File: src/hw/rtl/pbgra_pkg.sv
// Shared constants, register codes and the pixel job type for the premultiplied BGRA converter.
// No dependencies; every other file of the block imports this package.
package pbgra_pkg;

    // Size limits of the source image
    localparam int MAX_WIDTH  = 4096;
    localparam int MAX_HEIGHT = 4096;
    localparam int COL_W      = $clog2(MAX_WIDTH);
    localparam int ROW_W      = $clog2(MAX_HEIGHT);

    // Register field widths
    localparam int DEPTH_W    = 3;
    localparam int SIZE_W     = 13;
    localparam int STRIDE_W   = 15;
    localparam int CFG_IDX_W  = 2;
    localparam int CFG_DATA_W = 15;

    // Register indexes
    localparam logic [CFG_IDX_W-1:0] REG_BYTES_PER_PIXEL = 2'd0;
    localparam logic [CFG_IDX_W-1:0] REG_IMAGE_WIDTH     = 2'd1;
    localparam logic [CFG_IDX_W-1:0] REG_IMAGE_HEIGHT    = 2'd2;
    localparam logic [CFG_IDX_W-1:0] REG_ROW_STRIDE      = 2'd3;

    // Source depth codes
    localparam logic [DEPTH_W-1:0] DEPTH_GRAY       = 3'd1;
    localparam logic [DEPTH_W-1:0] DEPTH_GRAY_ALPHA = 3'd2;
    localparam logic [DEPTH_W-1:0] DEPTH_RGB        = 3'd3;
    localparam logic [DEPTH_W-1:0] DEPTH_RGBA       = 3'd4;

    localparam logic [7:0] OPAQUE = 8'hff;

    // Job queue between the byte front end and the premultiply back end
    localparam int FIFO_DEPTH = 2;
    localparam int FIFO_PTR_W = (FIFO_DEPTH > 1) ? $clog2(FIFO_DEPTH) : 1;
    localparam int FIFO_CNT_W = $clog2(FIFO_DEPTH + 1);

    // One completed pixel, colours not yet premultiplied
    typedef struct packed {
        logic [7:0] red;
        logic [7:0] green;
        logic [7:0] blue;
        logic [7:0] alpha;
        logic       row_end;
        logic       image_end;
    } pixel_job_t;

endpackage

File: src/hw/rtl/pbgra_front.sv
// Front end: configuration registers, byte assembly, padding skip and row/column counters.
// Depends on pbgra_pkg; pushes one pixel_job_t into the job queue per completed pixel.
module pbgra_front (
    input  logic                             aclk,
    input  logic                             aresetn,
    input  logic                             cfg_valid,
    output logic                             cfg_ready,
    input  logic [pbgra_pkg::CFG_IDX_W-1:0]  cfg_index,
    input  logic [pbgra_pkg::CFG_DATA_W-1:0] cfg_data,
    input  logic                             s_valid,
    output logic                             s_ready,
    input  logic [7:0]                       s_source_byte,
    input  logic                             q_full,
    output logic                             q_push,
    output pbgra_pkg::pixel_job_t            q_data
);
    import pbgra_pkg::*;

    logic [DEPTH_W-1:0]  bpp_reg;
    logic [SIZE_W-1:0]   width_reg;
    logic [SIZE_W-1:0]   height_reg;
    logic [STRIDE_W-1:0] stride_reg;

    logic [1:0]          bp_reg;
    logic [7:0]          held_reg [0:2];
    logic [COL_W-1:0]    col_reg;
    logic [ROW_W-1:0]    row_reg;
    logic [STRIDE_W-1:0] pad_reg;

    logic [DEPTH_W-1:0]  d_eff;
    logic [SIZE_W-1:0]   w_eff;
    logic [SIZE_W-1:0]   h_eff;
    logic [STRIDE_W-1:0] packed_len;
    logic [STRIDE_W-1:0] pad_load;
    logic                accept;
    logic                pad_busy;
    logic                collect;
    logic                complete;
    logic [DEPTH_W-1:0]  bp_inc;
    logic [SIZE_W-1:0]   col_inc;
    logic [SIZE_W-1:0]   row_inc;
    logic                row_done;
    logic                image_done;
    logic [7:0]          pix [0:3];

    // Configuration writes are always taken
    assign cfg_ready = 1'b1;

    always_ff @(posedge aclk) begin
        if (!aresetn) begin
            bpp_reg    <= DEPTH_RGBA;
            width_reg  <= SIZE_W'(1);
            height_reg <= SIZE_W'(1);
            stride_reg <= '0;
        end else if (cfg_valid && cfg_ready) begin
            unique case (cfg_index)
                REG_BYTES_PER_PIXEL: bpp_reg    <= cfg_data[DEPTH_W-1:0];
                REG_IMAGE_WIDTH:     width_reg  <= cfg_data[SIZE_W-1:0];
                REG_IMAGE_HEIGHT:    height_reg <= cfg_data[SIZE_W-1:0];
                REG_ROW_STRIDE:      stride_reg <= cfg_data[STRIDE_W-1:0];
                default: ;
            endcase
        end
    end

    // Effective depth and size with out-of-range values clamped
    always_comb begin
        if (bpp_reg == '0)
            d_eff = DEPTH_GRAY;
        else if (bpp_reg > DEPTH_RGBA)
            d_eff = DEPTH_RGBA;
        else
            d_eff = bpp_reg;

        if (width_reg == '0)
            w_eff = SIZE_W'(1);
        else if (width_reg > SIZE_W'(MAX_WIDTH))
            w_eff = SIZE_W'(MAX_WIDTH);
        else
            w_eff = width_reg;

        if (height_reg == '0)
            h_eff = SIZE_W'(1);
        else if (height_reg > SIZE_W'(MAX_HEIGHT))
            h_eff = SIZE_W'(MAX_HEIGHT);
        else
            h_eff = height_reg;
    end

    // Packed row length and padding to skip at row end
    always_comb begin
        unique case (d_eff)
            DEPTH_GRAY:       packed_len = STRIDE_W'(w_eff);
            DEPTH_GRAY_ALPHA: packed_len = STRIDE_W'(w_eff) << 1;
            DEPTH_RGB:        packed_len = (STRIDE_W'(w_eff) << 1) + STRIDE_W'(w_eff);
            default:          packed_len = STRIDE_W'(w_eff) << 2;
        endcase
        if (stride_reg != '0 && stride_reg > packed_len)
            pad_load = stride_reg - packed_len;
        else
            pad_load = '0;
    end

    // Transaction classification
    assign s_ready  = !q_full;
    assign accept   = s_valid && s_ready;
    assign pad_busy = (pad_reg != '0);
    assign bp_inc   = DEPTH_W'(bp_reg) + DEPTH_W'(1);
    assign collect  = (bp_inc < d_eff);
    assign complete = accept && !pad_busy && !collect;

    assign col_inc    = SIZE_W'(col_reg) + SIZE_W'(1);
    assign row_inc    = SIZE_W'(row_reg) + SIZE_W'(1);
    assign row_done   = (col_inc >= w_eff);
    assign image_done = row_done && (row_inc >= h_eff);

    // Pixel bytes: held bytes with the current byte in the last slot
    always_comb begin
        for (int i = 0; i < 3; i++)
            pix[i] = held_reg[i];
        pix[3] = 8'h00;
        for (int i = 0; i < 4; i++) begin
            if (DEPTH_W'(i) == d_eff - DEPTH_W'(1))
                pix[i] = s_source_byte;
        end
    end

    // Channel mapping per depth
    always_comb begin
        unique case (d_eff)
            DEPTH_GRAY: begin
                q_data.red   = pix[0];
                q_data.green = pix[0];
                q_data.blue  = pix[0];
                q_data.alpha = OPAQUE;
            end
            DEPTH_GRAY_ALPHA: begin
                q_data.red   = pix[0];
                q_data.green = pix[0];
                q_data.blue  = pix[0];
                q_data.alpha = pix[1];
            end
            DEPTH_RGB: begin
                q_data.red   = pix[0];
                q_data.green = pix[1];
                q_data.blue  = pix[2];
                q_data.alpha = OPAQUE;
            end
            default: begin
                q_data.red   = pix[0];
                q_data.green = pix[1];
                q_data.blue  = pix[2];
                q_data.alpha = pix[3];
            end
        endcase
        q_data.row_end   = row_done;
        q_data.image_end = image_done;
    end

    assign q_push = complete;

    // Stream position state
    always_ff @(posedge aclk) begin
        if (!aresetn) begin
            bp_reg  <= '0;
            col_reg <= '0;
            row_reg <= '0;
            pad_reg <= '0;
            for (int i = 0; i < 3; i++)
                held_reg[i] <= '0;
        end else if (accept) begin
            if (pad_busy) begin
                pad_reg <= pad_reg - STRIDE_W'(1);
            end else if (collect) begin
                for (int i = 0; i < 3; i++) begin
                    if (2'(i) == bp_reg)
                        held_reg[i] <= s_source_byte;
                end
                bp_reg <= bp_inc[1:0];
            end else begin
                bp_reg <= '0;
                for (int i = 0; i < 3; i++)
                    held_reg[i] <= '0;
                if (row_done) begin
                    col_reg <= '0;
                    pad_reg <= pad_load;
                    row_reg <= image_done ? '0 : row_inc[ROW_W-1:0];
                end else begin
                    col_reg <= col_inc[COL_W-1:0];
                end
            end
        end
    end

endmodule

File: src/hw/rtl/pbgra_fifo.sv
// Short job queue between the front end and the back end.
// Depends on pbgra_pkg for the job type and queue depth.
module pbgra_fifo (
    input  logic                  aclk,
    input  logic                  aresetn,
    input  logic                  push,
    input  pbgra_pkg::pixel_job_t push_data,
    output logic                  full,
    input  logic                  pop,
    output logic                  pop_valid,
    output pbgra_pkg::pixel_job_t pop_data
);
    import pbgra_pkg::*;

    pixel_job_t            mem_reg [0:FIFO_DEPTH-1];
    logic [FIFO_PTR_W-1:0] wr_ptr_reg;
    logic [FIFO_PTR_W-1:0] rd_ptr_reg;
    logic [FIFO_CNT_W-1:0] cnt_reg;
    logic [FIFO_CNT_W-1:0] cnt_next;

    assign full      = (cnt_reg == FIFO_CNT_W'(FIFO_DEPTH));
    assign pop_valid = (cnt_reg != '0);
    assign pop_data  = mem_reg[rd_ptr_reg];

    always_comb begin
        cnt_next = cnt_reg;
        if (push && !pop)
            cnt_next = cnt_reg + FIFO_CNT_W'(1);
        else if (pop && !push)
            cnt_next = cnt_reg - FIFO_CNT_W'(1);
    end

    // Storage
    always_ff @(posedge aclk) begin
        if (push)
            mem_reg[wr_ptr_reg] <= push_data;
    end

    // Pointers and fill count
    always_ff @(posedge aclk) begin
        if (!aresetn) begin
            wr_ptr_reg <= '0;
            rd_ptr_reg <= '0;
            cnt_reg    <= '0;
        end else begin
            cnt_reg <= cnt_next;
            if (push)
                wr_ptr_reg <= (wr_ptr_reg == FIFO_PTR_W'(FIFO_DEPTH - 1)) ? '0
                              : wr_ptr_reg + FIFO_PTR_W'(1);
            if (pop)
                rd_ptr_reg <= (rd_ptr_reg == FIFO_PTR_W'(FIFO_DEPTH - 1)) ? '0
                              : rd_ptr_reg + FIFO_PTR_W'(1);
        end
    end

endmodule

File: src/hw/rtl/pbgra_back.sv
// Back end: premultiplies colour by alpha (multiply stage, then divide by 255 into the output register).
// Depends on pbgra_pkg for the job type.
module pbgra_back (
    input  logic                  aclk,
    input  logic                  aresetn,
    input  logic                  q_valid,
    input  pbgra_pkg::pixel_job_t q_data,
    output logic                  q_pop,
    output logic                  m_valid,
    input  logic                  m_ready,
    output logic [7:0]            m_blue,
    output logic [7:0]            m_green,
    output logic [7:0]            m_red,
    output logic [7:0]            m_alpha,
    output logic                  m_row_end,
    output logic                  m_image_end
);
    import pbgra_pkg::*;

    // floor(x / 255) for x up to 255*255, by reciprocal with correction
    function automatic logic [7:0] div255(input logic [15:0] x);
        logic [15:0] sum;
        sum = x + 16'(x[15:8]) + 16'd1;
        return sum[15:8];
    endfunction

    logic        mul_valid_reg;
    logic [15:0] mul_red_reg;
    logic [15:0] mul_green_reg;
    logic [15:0] mul_blue_reg;
    logic [7:0]  mul_alpha_reg;
    logic        mul_row_end_reg;
    logic        mul_image_end_reg;
    logic        mul_ready;
    logic        out_ready;

    assign out_ready = !m_valid || m_ready;
    assign mul_ready = !mul_valid_reg || out_ready;
    assign q_pop     = q_valid && mul_ready;

    // Multiply stage
    always_ff @(posedge aclk) begin
        if (!aresetn) begin
            mul_valid_reg <= 1'b0;
        end else if (mul_ready) begin
            mul_valid_reg <= q_valid;
        end
    end

    always_ff @(posedge aclk) begin
        if (q_pop) begin
            mul_red_reg       <= 16'(q_data.red) * 16'(q_data.alpha);
            mul_green_reg     <= 16'(q_data.green) * 16'(q_data.alpha);
            mul_blue_reg      <= 16'(q_data.blue) * 16'(q_data.alpha);
            mul_alpha_reg     <= q_data.alpha;
            mul_row_end_reg   <= q_data.row_end;
            mul_image_end_reg <= q_data.image_end;
        end
    end

    // Divide stage into the output register
    always_ff @(posedge aclk) begin
        if (!aresetn) begin
            m_valid <= 1'b0;
        end else if (out_ready) begin
            m_valid <= mul_valid_reg;
        end
    end

    always_ff @(posedge aclk) begin
        if (out_ready && mul_valid_reg) begin
            m_red       <= div255(mul_red_reg);
            m_green     <= div255(mul_green_reg);
            m_blue      <= div255(mul_blue_reg);
            m_alpha     <= mul_alpha_reg;
            m_row_end   <= mul_row_end_reg;
            m_image_end <= mul_image_end_reg;
        end
    end

endmodule

File: src/hw/rtl/pixel_to_premultiplied_bgra_core.sv
// Top level of the premultiplied BGRA pixel converter.
// Depends on pbgra_pkg, pbgra_front, pbgra_fifo and pbgra_back.

// Takes one source byte per cycle while the job queue has room, and emits one BGRA pixel each
// time the last byte of a pixel arrives; padding bytes and non-final pixel bytes are taken
// without a result. The edge that accepts a pixel's last byte writes its job into the two-entry
// job queue; the job then moves into the multiply stage and on into the divide-by-255
// output register. Input stalls only when that queue is full, which happens after the output
// has been held off. Configuration is written through the cfg_ channel (always ready) while
// no pixel is in flight; the user must keep to this, as the block does not enforce it. The
// stream counters are kept across writes and wrap at each image end. No clearing pass.
module pixel_to_premultiplied_bgra_core (
    input  logic                             aclk,
    input  logic                             aresetn,
    input  logic                             cfg_valid,
    output logic                             cfg_ready,
    input  logic [pbgra_pkg::CFG_IDX_W-1:0]  cfg_index,
    input  logic [pbgra_pkg::CFG_DATA_W-1:0] cfg_data,
    input  logic                             s_valid,
    output logic                             s_ready,
    input  logic [7:0]                       s_source_byte,
    output logic                             m_valid,
    input  logic                             m_ready,
    output logic [7:0]                       m_blue,
    output logic [7:0]                       m_green,
    output logic [7:0]                       m_red,
    output logic [7:0]                       m_alpha,
    output logic                             m_row_end,
    output logic                             m_image_end
);
    import pbgra_pkg::*;

    logic       q_push;
    logic       q_full;
    logic       q_pop;
    logic       q_valid;
    pixel_job_t q_in;
    pixel_job_t q_out;

    pbgra_front u_front (
        .aclk          (aclk),
        .aresetn       (aresetn),
        .cfg_valid     (cfg_valid),
        .cfg_ready     (cfg_ready),
        .cfg_index     (cfg_index),
        .cfg_data      (cfg_data),
        .s_valid       (s_valid),
        .s_ready       (s_ready),
        .s_source_byte (s_source_byte),
        .q_full        (q_full),
        .q_push        (q_push),
        .q_data        (q_in)
    );

    pbgra_fifo u_fifo (
        .aclk      (aclk),
        .aresetn   (aresetn),
        .push      (q_push),
        .push_data (q_in),
        .full      (q_full),
        .pop       (q_pop),
        .pop_valid (q_valid),
        .pop_data  (q_out)
    );

    pbgra_back u_back (
        .aclk        (aclk),
        .aresetn     (aresetn),
        .q_valid     (q_valid),
        .q_data      (q_out),
        .q_pop       (q_pop),
        .m_valid     (m_valid),
        .m_ready     (m_ready),
        .m_blue      (m_blue),
        .m_green     (m_green),
        .m_red       (m_red),
        .m_alpha     (m_alpha),
        .m_row_end   (m_row_end),
        .m_image_end (m_image_end)
    );

    // The last pixel of an image is always the last of its row
    a_image_end_row_end: assert property (@(posedge aclk) disable iff (!aresetn)
        m_valid && m_image_end |-> m_row_end)
        else $error("image_end without row_end");

    // The front end never pushes a job into a full queue
    a_no_queue_overflow: assert property (@(posedge aclk) disable iff (!aresetn)
        q_push |-> !q_full)
        else $error("job queue overflow");

endmodule
File: config.mk
export PLATFORM = sky130hd
export DESIGN_NAME = pixel_to_premultiplied_bgra_core
export DESIGN_NICKNAME = d
export VERILOG_FILES = /design/src/hw/rtl/pbgra_pkg.sv /design/src/hw/rtl/pbgra_front.sv /design/src/hw/rtl/pbgra_fifo.sv /design/src/hw/rtl/pbgra_back.sv /design/src/hw/rtl/pixel_to_premultiplied_bgra_core.sv
export SDC_FILE = /design/constraint.sdc
export NUM_CORES = 1
export LEC_CHECK = 0
export BUFFER_PORTS_ARGS = -buffer_cell sky130_fd_sc_hd__clkbuf_2
export CAP_MARGIN = 0
export CORE_MARGIN = 2
export CORE_UTILIZATION = 50
export DETAILED_ROUTE_END_ITERATION = 10
export GPL_TIMING_DRIVEN = 0
export PLACE_DENSITY = 0.66
export SETUP_SLACK_MARGIN = 0.02
export SLEW_MARGIN = 40
export SYNTH_ARGS = -nofsm -noshare
export SYNTH_HDL_FRONTEND = slang
export SYNTH_SLANG_ARGS = --single-unit
File: constraint.sdc
create_clock -name aclk -period 8.7 [get_ports aclk]
set_input_delay 1.305 -clock aclk [delete_from_list [all_inputs] [get_ports aclk]]
set_output_delay 1.305 -clock aclk [all_outputs]
set_load 0.1 [all_outputs]
==> qor.txt, run 1 <==
Post-synth top area share -> 0.276
Status -> complete, no violations
Core footprint -> 39600 µm²
TritonCTS clock tree -> yes
Setup Fix Bufs, Post-CTS -> 0
Max transition margin -> 0.442
Vias in the first global route -> 15300
Unique masters post-synth -> 75
Worst-path clk slew -> 60 ps
WP data arrival -> 6850 ps
Global-route wire length before repair -> 78200 µm
Crit. End Element -> register
Layout overhead on the synthesized area -> 11.4%
Share of layout cells above drive strength 1 -> 0.0891
Avg WL per Cell -> 17.7 µm
Worst path cell trace -> clkbuf_1 -> buf_1 -> clkbuf_2 -> mux2i_1 -> nor2_1 -> fa_1 -> fa_1 -> inv_1 -> fa_1 -> fa_1 -> inv_1 -> ha_1 -> o21a_1 -> o31a_1 -> o211ai_1 -> nand2_1 -> a41o_1 -> o41ai_1 -> xnor2_1
Port Buffers -> 64
Maximum buffer depth of the clock tree -> 3
Period utilization -> 0.756
Residual DRC -> 0
Crit-path most repeated cell -> fa_1
Setup TNS -> 0 ps
Crit Path Max Fanout -> 10
Largest net degree at the start of global routing -> 47
Total track usage -> 0.236
Avg Synthesized Cell Area -> 9.73 µm²
Initial core utilization -> 0.505
Synth Net Count -> 2390
Internal reg-to-reg setup slack -> 2120 ps
Total grt overflow -> 0
Worst setup SP type -> register
Clk Latency, worst-skew pair -> 550 ps
Row count -> 73
# diodes -> 0
Total wire length -> 48100 µm
Final RePlAce weighted congestion -> 0.931
Post-synth top area cell -> edfxtp_1
Hold Fails Final Rpt -> 0
Crit-path slowest cell -> buf_1
Cell Area, Synth -> 20000 µm²
Synth async-reset ratio -> 0
Worst EP required -> 8970 ps
Die Area -> 41600 µm²
CP top delay family -> adder cells
Ys flop type -> edfxtp_1
Most frequent cells in the layout -> 241 x nand2_1, 226 x nor2_1, 194 x ha_1
Via count -> 15200
Num CTS Buffers -> 34
Setup CP Type -> register to register
Maximum VDD drop -> 0.000273 V
Clk_skew -> 27.6 ps
Largest cells by area after synthesis -> edfxtp_1 28%, ha_1 12%, fa_1 11%
Post-cts sizing count -> 0
Post-synthesis register bit count -> 276
Pwr dens -> 425 nW/µm²
Buf+Inv Stages, Crit Path -> 5
Crit-path max cell delay -> 680 ps
Leakage -> 9.51 nW
Min Clock Period, post-route -> 6580 ps
Post-Layout Cell Count -> 2713
Met2 Use GR -> 0.422
GRT busiest layer -> met2
RSZ-0062 raised after global routing -> false
Clock sinks -> 276
Pre-CTS WS -> 1900 ps
IO Pins -> 67
M3 GR Usage -> 0.0328
# hold bufs at CTS -> 0
Max-Cap Viols -> 0
# setup viols final -> 0
Commonest non-fill, non-tap cell in the layout -> nand2_1
HPWL Detailed -> 37400 µm
Pins Over Slew Limit -> 0
Final ANT Viol Nets -> 0
Final Net Count -> 2496
Via/cell ratio -> 5.62
FMAX -> 152 MHz
Die Y-Extent -> 204 µm
Max reg flops -> 68
Worst-Margin Slew -> 813 ps
Initial DRC count -> 697
GR Util met1 -> 0.286
EDFF count, synth -> 184
Setup ws final -> 2120 ps
Register area share after synthesis -> 0.368
Root Driver -> clkbuf_16
Placed cells -> 2651
H-tree depth -> 2
Yosys warning count -> 0
Antenna violations before repair -> 2
DR pass1 iterations -> 4
Worst Hold Class -> register to register
Synthesized netlist cell count -> 2056
Die Width -> 204 µm
[cell type report]
| class | instances | area [µm²] |
|---|---|---|
| Buffer | 67 | 277 |
| Clock buffer | 38 | 866 |
| Clock inverter | 24 | 254 |
| Fill cell | 3544 | 17400 |
| Inverter | 190 | 716 |
| Multi-Input combinational cell | 1523 | 11700 |
| Sequential cell | 276 | 7370 |
| Tap cell | 525 | 657 |
| Timing Repair Buffer | 70 | 437 |
[per-layer routing]
layer,vias to the layer above,share of wire
li1,7407,-
met1,7362,0.42
met2,374,0.50
met3,102,0.046
met4,4,0.036
met5,-,0.00040
[power breakdown]
| part | switching [mW] | internal (mW) |
|---|---|---|
| clock | 0.578 | 0.845 |
| sequential | 0.158 | 2.01 |
| combinational | 3.43 | 2.44 |
| total | 4.17 | 5.29 |
[synth_stat cells, types with 4 or more instances]
master     instances
o221a_2            8
a2111oi_0          4
and3_1            19
or3_1             15
xor2_1            33
a22oi_1            5
mux2i_1           32
o31a_1             6
nor4_1            15
nor2b_1           25
a41o_1             4
nand2b_1          13
o21ai_1            6
a31oi_1           15
o21a_1            21
fa_1             110
o31ai_1            8
clkbuf_1          54
o211ai_1          19
dfxtp_1           92
clkinv_1           4
o21ai_0           52
nand4_1           13
xnor2_1           74
and2_1            18
o41ai_1           10
a21o_1            16
o22ai_1           23
edfxtp_1         184
nor3_1            38
nor2_1           226
nor3b_1            4
inv_1            186
o21bai_1           4
ha_1             194
mux2_2            23
a211oi_1          13
a21oi_1          123
nand2_1          241
nand3_1           35
or2_2             11
buf_1              7
[worst reg2reg max path: stages (launching register included)]
cell      delay (ps)
dfxtp_1          300
clkbuf_1         440
buf_1            680
clkbuf_2         500
mux2i_1          530
nor2_1           110
fa_1             420
fa_1             540
inv_1             50
fa_1             470
fa_1             550
inv_1             40
ha_1             350
o21a_1           210
o31a_1           130
o211ai_1         180
nand2_1           90
a41o_1           260
o41ai_1          330
xnor2_1          120
[cell families after synthesis]
logic type                 after synthesis  share of synthesized area
AOI/OAI and AO/OA                      367                      0.120
xor gates and xnor gates               107                     0.0468
adders and majority gates              304                      0.231
buffers and inverters                  257                     0.0493
DFF                                    276                      0.368
muxes                                   55                     0.0290
other                                    1                   0.000187
and+or+nand+nor                        689                      0.155
[stage by stage]
step	hold slack [ps]	total power [mW]	util	instance area (µm²)
3_5_place_dp	405	8.07	0.534	21200
3_3_place_gp	405	7.89	0.529	21000
6_report	420	9.47	0.562	22300
2_1_floorplan	400	6.86	-	20000
4_1_cts	423	9.56	0.562	22300
5_1_grt	440	10.4	0.562	22300
[final timing paths]
kind | end | start | depth (start not counted)
setup / recovery | u_back.mul_green_reg[15]$_DFFE_PP_ | register | 19
hold reg to reg | u_back.m_alpha[5]$_DFFE_PP_ | u_back.mul_alpha_reg[5]$_DFFE_PP_ | 0
hold / removal | u_back.m_alpha[5]$_DFFE_PP_ | u_back.mul_alpha_reg[5]$_DFFE_PP_ | 0
setup reg to reg | u_back.mul_green_reg[15]$_DFFE_PP_ | register | 19
(Power assumes the default switching activity.)
==> run 2: changes to the inputs <==
--- a/config.mk
+++ b/config.mk
@@ -5,6 +5,7 @@
 export SDC_FILE = /design/constraint.sdc
 export NUM_CORES = 1
 export LEC_CHECK = 0
+export ABC_AREA = 1
 export BUFFER_PORTS_ARGS = -buffer_cell sky130_fd_sc_hd__clkbuf_2
 export CAP_MARGIN = 0
 export CORE_MARGIN = 2
==> constraint.sdc (replaced) <==
create_clock -name aclk -period 6.4 [get_ports aclk]
set_input_delay 0.96 -clock aclk [delete_from_list [all_inputs] [get_ports aclk]]
set_output_delay 0.96 -clock aclk [all_outputs]
set_load 0.1 [all_outputs]
==> run 2 against run 1 <==
Sequential cell count unchanged; fmax increased by 14%; clock-buffer cell count increased by 9; sequential share of layout area decreased by 1.7 points; core utilization decreased by 0.30 points; cell area increased by 5.3%; clock skew decreased by 2.4 ps; synthesized area increased by 6.0%; critical path depth increased by 1; worst setup slack got worse by 1500 ps; routed wire length increased by 8.4%.
==> qor.txt, run 2 <==
Avg Synthesized Cell Area -> 8.06 µm² (was 9.73 µm²)
Final ANT Viol Nets -> 0 (unchanged)
Worst setup SP type -> register (unchanged)
Register area share after synthesis -> 0.347 (was 0.368)
Complex-gate fraction of the synthesized area -> 0.0869 (was 0.120)
Vias in the first global route -> 17300 (was 15300)
Largest cells by area after synthesis -> edfxtp_1 26%, ha_1 11%, fa_1 10% (was edfxtp_1 28%, ha_1 12%, fa_1 11%)
EDFF count, synth -> 184 (unchanged)
Post-Layout Cell Count -> 3300 (was 2713)
Post-layout util -> 0.559 (was 0.562)
Setup ws final -> 628 ps (was 2120 ps)
Period utilization -> 0.902 (was 0.756)
Worst Hold Class -> register to register (unchanged)
FMAX -> 173 MHz (was 152 MHz)
Post-cts sizing count -> 0 (unchanged)
Core footprint -> 41900 µm² (was 39600 µm²)
Share of layout cells above drive strength 1 -> 0.0703 (was 0.0891)
Setup CP Type -> register to register (unchanged)
Crit-path most repeated cell -> fa_1 (unchanged)
Row count -> 75 (was 73)
Residual DRC -> 0 (unchanged)
Top-count cell post-synth -> nand2_1 (unchanged)
Clock sinks -> 276 (unchanged)
Post-synth top area share -> 0.261 (was 0.276)
Total wire length -> 52100 µm (was 48100 µm)
Port Buffers -> 64 (unchanged)
Synth Net Count -> 2964 (was 2390)
Worst path cell trace -> buf_2 -> buf_2 -> nand2_1 -> o21ai_0 -> clkbuf_1 -> nor2_1 -> fa_1 -> fa_1 -> fa_1 -> inv_1 -> fa_1 -> inv_1 -> ha_1 -> a21o_1 -> a21oi_1 -> o21ai_0 -> nand3_1 -> nand3_1 -> nand2_1 -> nand2_1 (was clkbuf_1 -> buf_1 -> clkbuf_2 -> mux2i_1 -> nor2_1 -> fa_1 -> fa_1 -> inv_1 -> fa_1 -> fa_1 -> inv_1 -> ha_1 -> o21a_1 -> o31a_1 -> o211ai_1 -> nand2_1 -> a41o_1 -> o41ai_1 -> xnor2_1)
Maximum buffer depth of the clock tree -> 3 (unchanged)
Commonest non-fill, non-tap cell in the layout -> nand2_1 (unchanged)
Via count -> 17400 (was 15200)
HPWL Detailed -> 41100 µm (was 37400 µm)
Synth async-reset ratio -> 0 (unchanged)
IO Pins -> 67 (unchanged)
Crit-path slowest cell -> clkbuf_1 (was buf_1)
Root Driver -> clkbuf_16 (unchanged)
Final RePlAce weighted congestion -> 0.912 (was 0.931)
Via/cell ratio -> 5.26 (was 5.62)
Yosys warning count -> 0 (unchanged)
Worst-Margin Slew -> 877 ps (was 813 ps)
Post-synth top area cell -> edfxtp_1 (unchanged)
Worst-path clk slew -> 60 ps (about the same)
# setup viols final -> 0 (unchanged)
Most frequent cells in the layout -> 564 x nand2_1, 424 x inv_1, 349 x nor2_1 (was 241 x nand2_1, 226 x nor2_1, 194 x ha_1)
Cell Area, Synth -> 21200 µm² (was 20000 µm²)
# diodes -> 0 (unchanged)
Initial DRC count -> 921 (was 697)
Post-synthesis mux area share -> 0.00342 (was 0.0290)
# hold bufs at CTS -> 0 (unchanged)
Placed cells -> 3238 (was 2651)
Setup TNS -> 0 ps (unchanged)
Hold Fails Final Rpt -> 0 (unchanged)
Max transition margin -> 0.409 (was 0.442)
Post-synthesis register bit count -> 276 (unchanged)
Max reg flops -> 68 (unchanged)
Final Net Count -> 3069 (was 2496)
Die Width -> 210 µm (was 204 µm)
Status -> complete, no violations (unchanged)
RSZ-0062 raised after global routing -> false (unchanged)
Die Area -> 44100 µm² (was 41600 µm²)
Total track usage -> 0.243 (was 0.236)
Clk_skew -> 25.2 ps (was 27.6 ps)
Avg WL per Cell -> 15.8 µm (was 17.7 µm)
Total grt overflow -> 0 (unchanged)
Synth Area in Adders -> 0.218 (was 0.231)
Clk Latency, worst-skew pair -> 560 ps (was 550 ps)
Max-Cap Viols -> 0 (unchanged)
Initial core utilization -> 0.505 (about the same)
Num CTS Buffers -> 35 (was 34)
TritonCTS clock tree -> yes (unchanged)
Crit Path Max Fanout -> 19 (was 10)
Simple-Gate Fraction of Synth Area -> 0.221 (was 0.155)
Layout overhead on the synthesized area -> 10.7% (was 11.4%)
Synth top cells by count -> 564 x nand2_1, 425 x inv_1, 351 x nor2_1 (was 241 x nand2_1, 226 x nor2_1, 194 x ha_1)
Largest net degree at the start of global routing -> 44 (was 47)
DR pass1 iterations -> 5 (was 4)
Unique masters post-synth -> 49 (was 75)
Ys flop type -> edfxtp_1 (unchanged)
Pre-CTS WS -> 445 ps (was 1900 ps)
Antenna violations before repair -> 0 (was 2)
Synth Area in XOR/XNOR -> 0.0326 (was 0.0468)
Die Y-Extent -> 210 µm (was 204 µm)
H-tree depth -> 2 (unchanged)
Crit-path max cell delay -> 560 ps (was 680 ps)
Setup Fix Bufs, Post-CTS -> 0 (unchanged)
Worst EP required -> 6690 ps (was 8970 ps)
WP data arrival -> 6070 ps (was 6850 ps)
Crit. End Element -> register (unchanged)
Pins Over Slew Limit -> 0 (unchanged)
Global-route wire length before repair -> 85900 µm (was 78200 µm)
Synthesized netlist cell count -> 2630 (was 2056)
Min Clock Period, post-route -> 5770 ps (was 6580 ps)
Largest family of logic cells by synthesized area -> simple AND/OR/NAND/NOR gates (was adder cells)
[run 2: cell count changes after synthesis, moves of 25 or more]
cell and change:
inv_1 +239, mux2i_1 -27, nand2_1 +323, nand3_1 +78, nor2_1 +125, nor2b_1 -25, o21ai_0 +64, xnor2_1 -48
[run 2: cell type report]
type,count,area [µm²]
Clock inverter,16,140
Multi-Input combinational cell,1857,12000
Buffer,56,250
Inverter,440,1650
Sequential cell,276,7370
Timing Repair Buffer,69,400
Clock buffer,47,997
Tap cell,539,674
Fill cell,3904,18500
[run 2: critical path, delay by kind of cell, from the launching register on]
kind	cells	cell delay [ps]
AOI/OAI and AO/OA	4	880
and+or+nand+nor	6	580
DFF	1	310
adders and majority gates	5	2470
buffers and inverters	5	1270
[run 2: path summary, 6_finish.rpt]
| check | to | cells after the start | startpoint | slack, ps |
|---|---|---|---|---|
| max | u_back.mul_red_reg[12]$_DFFE_PP_ | 20 | register | 630 |
| min | u_back.m_alpha[1]$_DFFE_PP_ | 0 | u_back.mul_alpha_reg[1]$_DFFE_PP_ | 410 |
| max reg2reg | u_back.mul_red_reg[12]$_DFFE_PP_ | 20 | register | 630 |
| min reg2reg | u_back.m_alpha[1]$_DFFE_PP_ | 0 | u_back.mul_alpha_reg[1]$_DFFE_PP_ | 410 |
[run 2: cell families (layout without fill, tap and decap cells)]
kind of cell             count (synthesis)  in the layout
AO/OA/AOI/OAI                          338            338
adder cells (fa/ha/maj)                304            304
XOR/XNOR                                79             79
flip-flops                             276            276
other                                    1              1
multiplexers                             7              7
AND/OR/NAND/NOR                       1128           1128
buffers and inverters                  497            628
[run 2: per-layer routing]
metal | global-route usage | vias up | wire length, µm | part of all wire
li1 | - | 8688 | - | -
met1 | 0.303 | 8133 | 22000 | 0.42
met2 | 0.427 | 434 | 25600 | 0.49
met3 | 0.0362 | 112 | 2590 | 0.050
met4 | 0.0898 | 0 | 1920 | 0.037
met5 | 0 | - | 0 | 0
[run 2: through the flow]
step | hold slack (ps) | area (µm²)
final | 411 | 23500
after global routing | 414 | 23500
after CTS | 411 | 23500
after detailed placement | 405 | 22300
after global placement | 403 | 22200
after floorplan | 400 | 21200
Power of run 2 is not shown: default switching activity piles up to over one toggle a cycle in this logic, so the estimate is an artifact.
==> run 3: changes to the inputs <==
--- a/config.mk
+++ b/config.mk
@@ -11,7 +11,7 @@
 export CORE_MARGIN = 2
 export CORE_UTILIZATION = 50
 export DETAILED_ROUTE_END_ITERATION = 10
-export GPL_TIMING_DRIVEN = 0
+export GPL_TIMING_DRIVEN = 1
 export PLACE_DENSITY = 0.66
 export SETUP_SLACK_MARGIN = 0.02
 export SLEW_MARGIN = 40
==> run 3 against run 2 <==
Sequential cell count stayed put; die area stayed put; critical path type unchanged; core utilization fell by 0.53 points; clock-buffer cell count shrank 4; worst setup slack better by 500 ps; non-clock buffer count shrank 41; register-to-register slack improved by 500 ps; clock skew shrank 11 ps; hold slack gained 6.4 ps.
==> qor.txt, run 3 (same netlist as run 2, synthesis figures left out) <==
Crit-path most repeated cell -> fa_1 (unchanged)
Post-Layout Cell Count -> 3255 (was 3300)
FMAX -> 190 MHz (was 173 MHz)
Fillers -> 3948 (was 3904)
Via/cell ratio -> 5.28 (was 5.26)
Clock sinks -> 276 (unchanged)
# diodes -> 0 (unchanged)
Share of layout cells above drive strength 1 -> 0.0711 (was 0.0703)
Worst EP required -> 6700 ps (was 6690 ps)
Worst path cell trace -> buf_4 -> mux2i_1 -> or2_2 -> fa_1 -> fa_1 -> inv_1 -> fa_1 -> inv_1 -> fa_1 -> inv_1 -> ha_1 -> a21o_1 -> a21oi_1 -> o21ai_0 -> nand3_1 -> nand3_1 -> nand2_1 -> nand2_1 (was buf_2 -> buf_2 -> nand2_1 -> o21ai_0 -> clkbuf_1 -> nor2_1 -> fa_1 -> fa_1 -> fa_1 -> inv_1 -> fa_1 -> inv_1 -> ha_1 -> a21o_1 -> a21oi_1 -> o21ai_0 -> nand3_1 -> nand3_1 -> nand2_1 -> nand2_1)
Avg WL per Cell -> 15.5 µm (was 15.8 µm)
Root Driver -> clkbuf_16 (unchanged)
Initial DRC count -> 1090 (was 921)
Die Area -> 44100 µm² (unchanged)
Post-route cell area -> 23200 µm² (was 23500 µm²)
Most frequent cells in the layout -> 564 x nand2_1, 424 x inv_1, 348 x nor2_1 (was 564 x nand2_1, 424 x inv_1, 349 x nor2_1)
Worst hold path depth -> 0 (unchanged)
Die Y-Extent -> 210 µm (unchanged)
Total track usage -> 0.236 (was 0.243)
Row count -> 75 (unchanged)
RSZ-0062 raised after global routing -> false (unchanged)
Global-route wire length before repair -> 84000 µm (was 85900 µm)
Max transition margin -> 0.478 (was 0.409)
Min Clock Period, post-route -> 5270 ps (was 5770 ps)
# setup viols final -> 0 (unchanged)
Pins Over Slew Limit -> 0 (unchanged)
M1 WL -> 20900 µm (was 22000 µm)
Worst Reg-to-Reg Cells -> 18 (was 20)
IO Pins -> 67 (unchanged)
Final ANT Viol Nets -> 0 (unchanged)
Worst setup SP type -> register (unchanged)
Max reg flops -> 68 (unchanged)
Total wire length -> 50300 µm (was 52100 µm)
Reg area -> 7370 µm² (about the same)
Crit Path Max Fanout -> 42 (was 19)
Met3 WL -> 2300 µm (was 2590 µm)
Via count -> 17200 (was 17400)
Post-cts sizing count -> 0 (unchanged)
DR top layer -> met4 (unchanged)
Core footprint -> 41900 µm² (unchanged)
Vias in the first global route -> 17400 (was 17300)
Multi-input gate area -> 12000 µm² (about the same)
Status -> complete, no violations (unchanged)
Hold Fails Final Rpt -> 0 (unchanged)
Final RePlAce weighted congestion -> 0.900 (was 0.912)
Total grt overflow -> 0 (unchanged)
Initial core utilization -> 0.505 (unchanged)
HPWL Detailed -> 39000 µm (was 41100 µm)
Period utilization -> 0.824 (was 0.902)
Maximum buffer depth of the clock tree -> 3 (unchanged)
Setup CP Type -> register to register (unchanged)
# hold bufs at CTS -> 0 (unchanged)
Commonest non-fill, non-tap cell in the layout -> nand2_1 (unchanged)
DR pass1 iterations -> 6 (was 5)
Layout overhead on the synthesized area -> 9.61% (was 10.7%)
Worst-Margin Slew -> 761 ps (was 877 ps)
H-tree depth -> 2 (unchanged)
Worst-path clk slew -> 60 ps (about the same)
Crit. End Element -> register (unchanged)
Crit-path slowest cell -> mux2i_1 (was clkbuf_1)
Setup Fix Bufs, Post-CTS -> 0 (unchanged)
Largest net degree at the start of global routing -> 62 (was 44)
Placed cells -> 3196 (was 3238)
Residual DRC -> 0 (unchanged)
Setup TNS -> 0 ps (unchanged)
TritonCTS clock tree -> yes (unchanged)
Clk_skew -> 14.3 ps (was 25.2 ps)
WL met2 -> 25400 µm (was 25600 µm)
DP Area -> 22200 µm² (was 22300 µm²)
Final Net Count -> 3027 (was 3069)
Num CTS Buffers -> 34 (was 35)
Worst Hold Class -> register to register (unchanged)
Clk Latency, worst-skew pair -> 560 ps (about the same)
Max-Cap Viols -> 0 (unchanged)
Die Width -> 210 µm (unchanged)
Port Buffers -> 65 (was 64)
Antenna violations before repair -> 0 (unchanged)
WP data arrival -> 5570 ps (was 6070 ps)
Crit-path max cell delay -> 680 ps (was 560 ps)
==> run 3: changes by cell type in the layout (fill, tap and decap cells not counted), moves of 2 or more <==
cell and change:
buf_6 -2, buf_8 -3, clkbuf_1 -41, buf_1 -4, mux2i_2 -3, mux2i_1 +3, clkbuf_16 -2, buf_16 +2
buf_2 -5, buf_4 +12, o21ai_1 +2
==> run 3: layer usage <==
metal / GRT usage / vias to the layer above
met2: 0.428 / 392
met3: 0.0299 / 97
met5: 0 / -
met4: 0.0934 / 0
met1: 0.285 / 8100
li1: - / 8599
==> run 3: per-stage QoR <==
step	util	hold slack, ps	setup slack [ps]
after floorplan	-	400	1470
after global placement	0.527	408	977
after detailed placement	0.529	405	954
after CTS	0.554	419	925
after global routing	0.554	424	803
final	0.554	418	1130
==> run 3: worst paths after layout <==
| check | start | endpoint | slack [ps] |
|---|---|---|---|
| setup reg to reg | register | u_back.mul_blue_reg[12]$_DFFE_PP_ | 1130 |
| setup / recovery | register | u_back.mul_blue_reg[12]$_DFFE_PP_ | 1130 |
| hold / removal | u_back.mul_alpha_reg[0]$_DFFE_PP_ | u_back.m_alpha[0]$_DFFE_PP_ | 420 |
| hold reg to reg | u_back.mul_alpha_reg[0]$_DFFE_PP_ | u_back.m_alpha[0]$_DFFE_PP_ | 420 |
==> run 3: area by class of cell <==
cell class,count,share of cell area
Inverter,440,0.0711
Clock inverter,16,0.00565
Sequential cell,276,0.317
Timing Repair Buffer,84,0.0223
Clock buffer,43,0.0398
Tap cell,539,0.0290
Multi-Input combinational cell,1857,0.515
==> run 3: critical path: cells and delay by family, from the launching register on <==
kind,cells,cell delay [ps]
fa+ha+maj,5,2180
mux,1,680
flops,1,630
compound gates,3,540
simple gates,5,520
buf+inv,4,450
Power of run 3 is left out for the same reason.
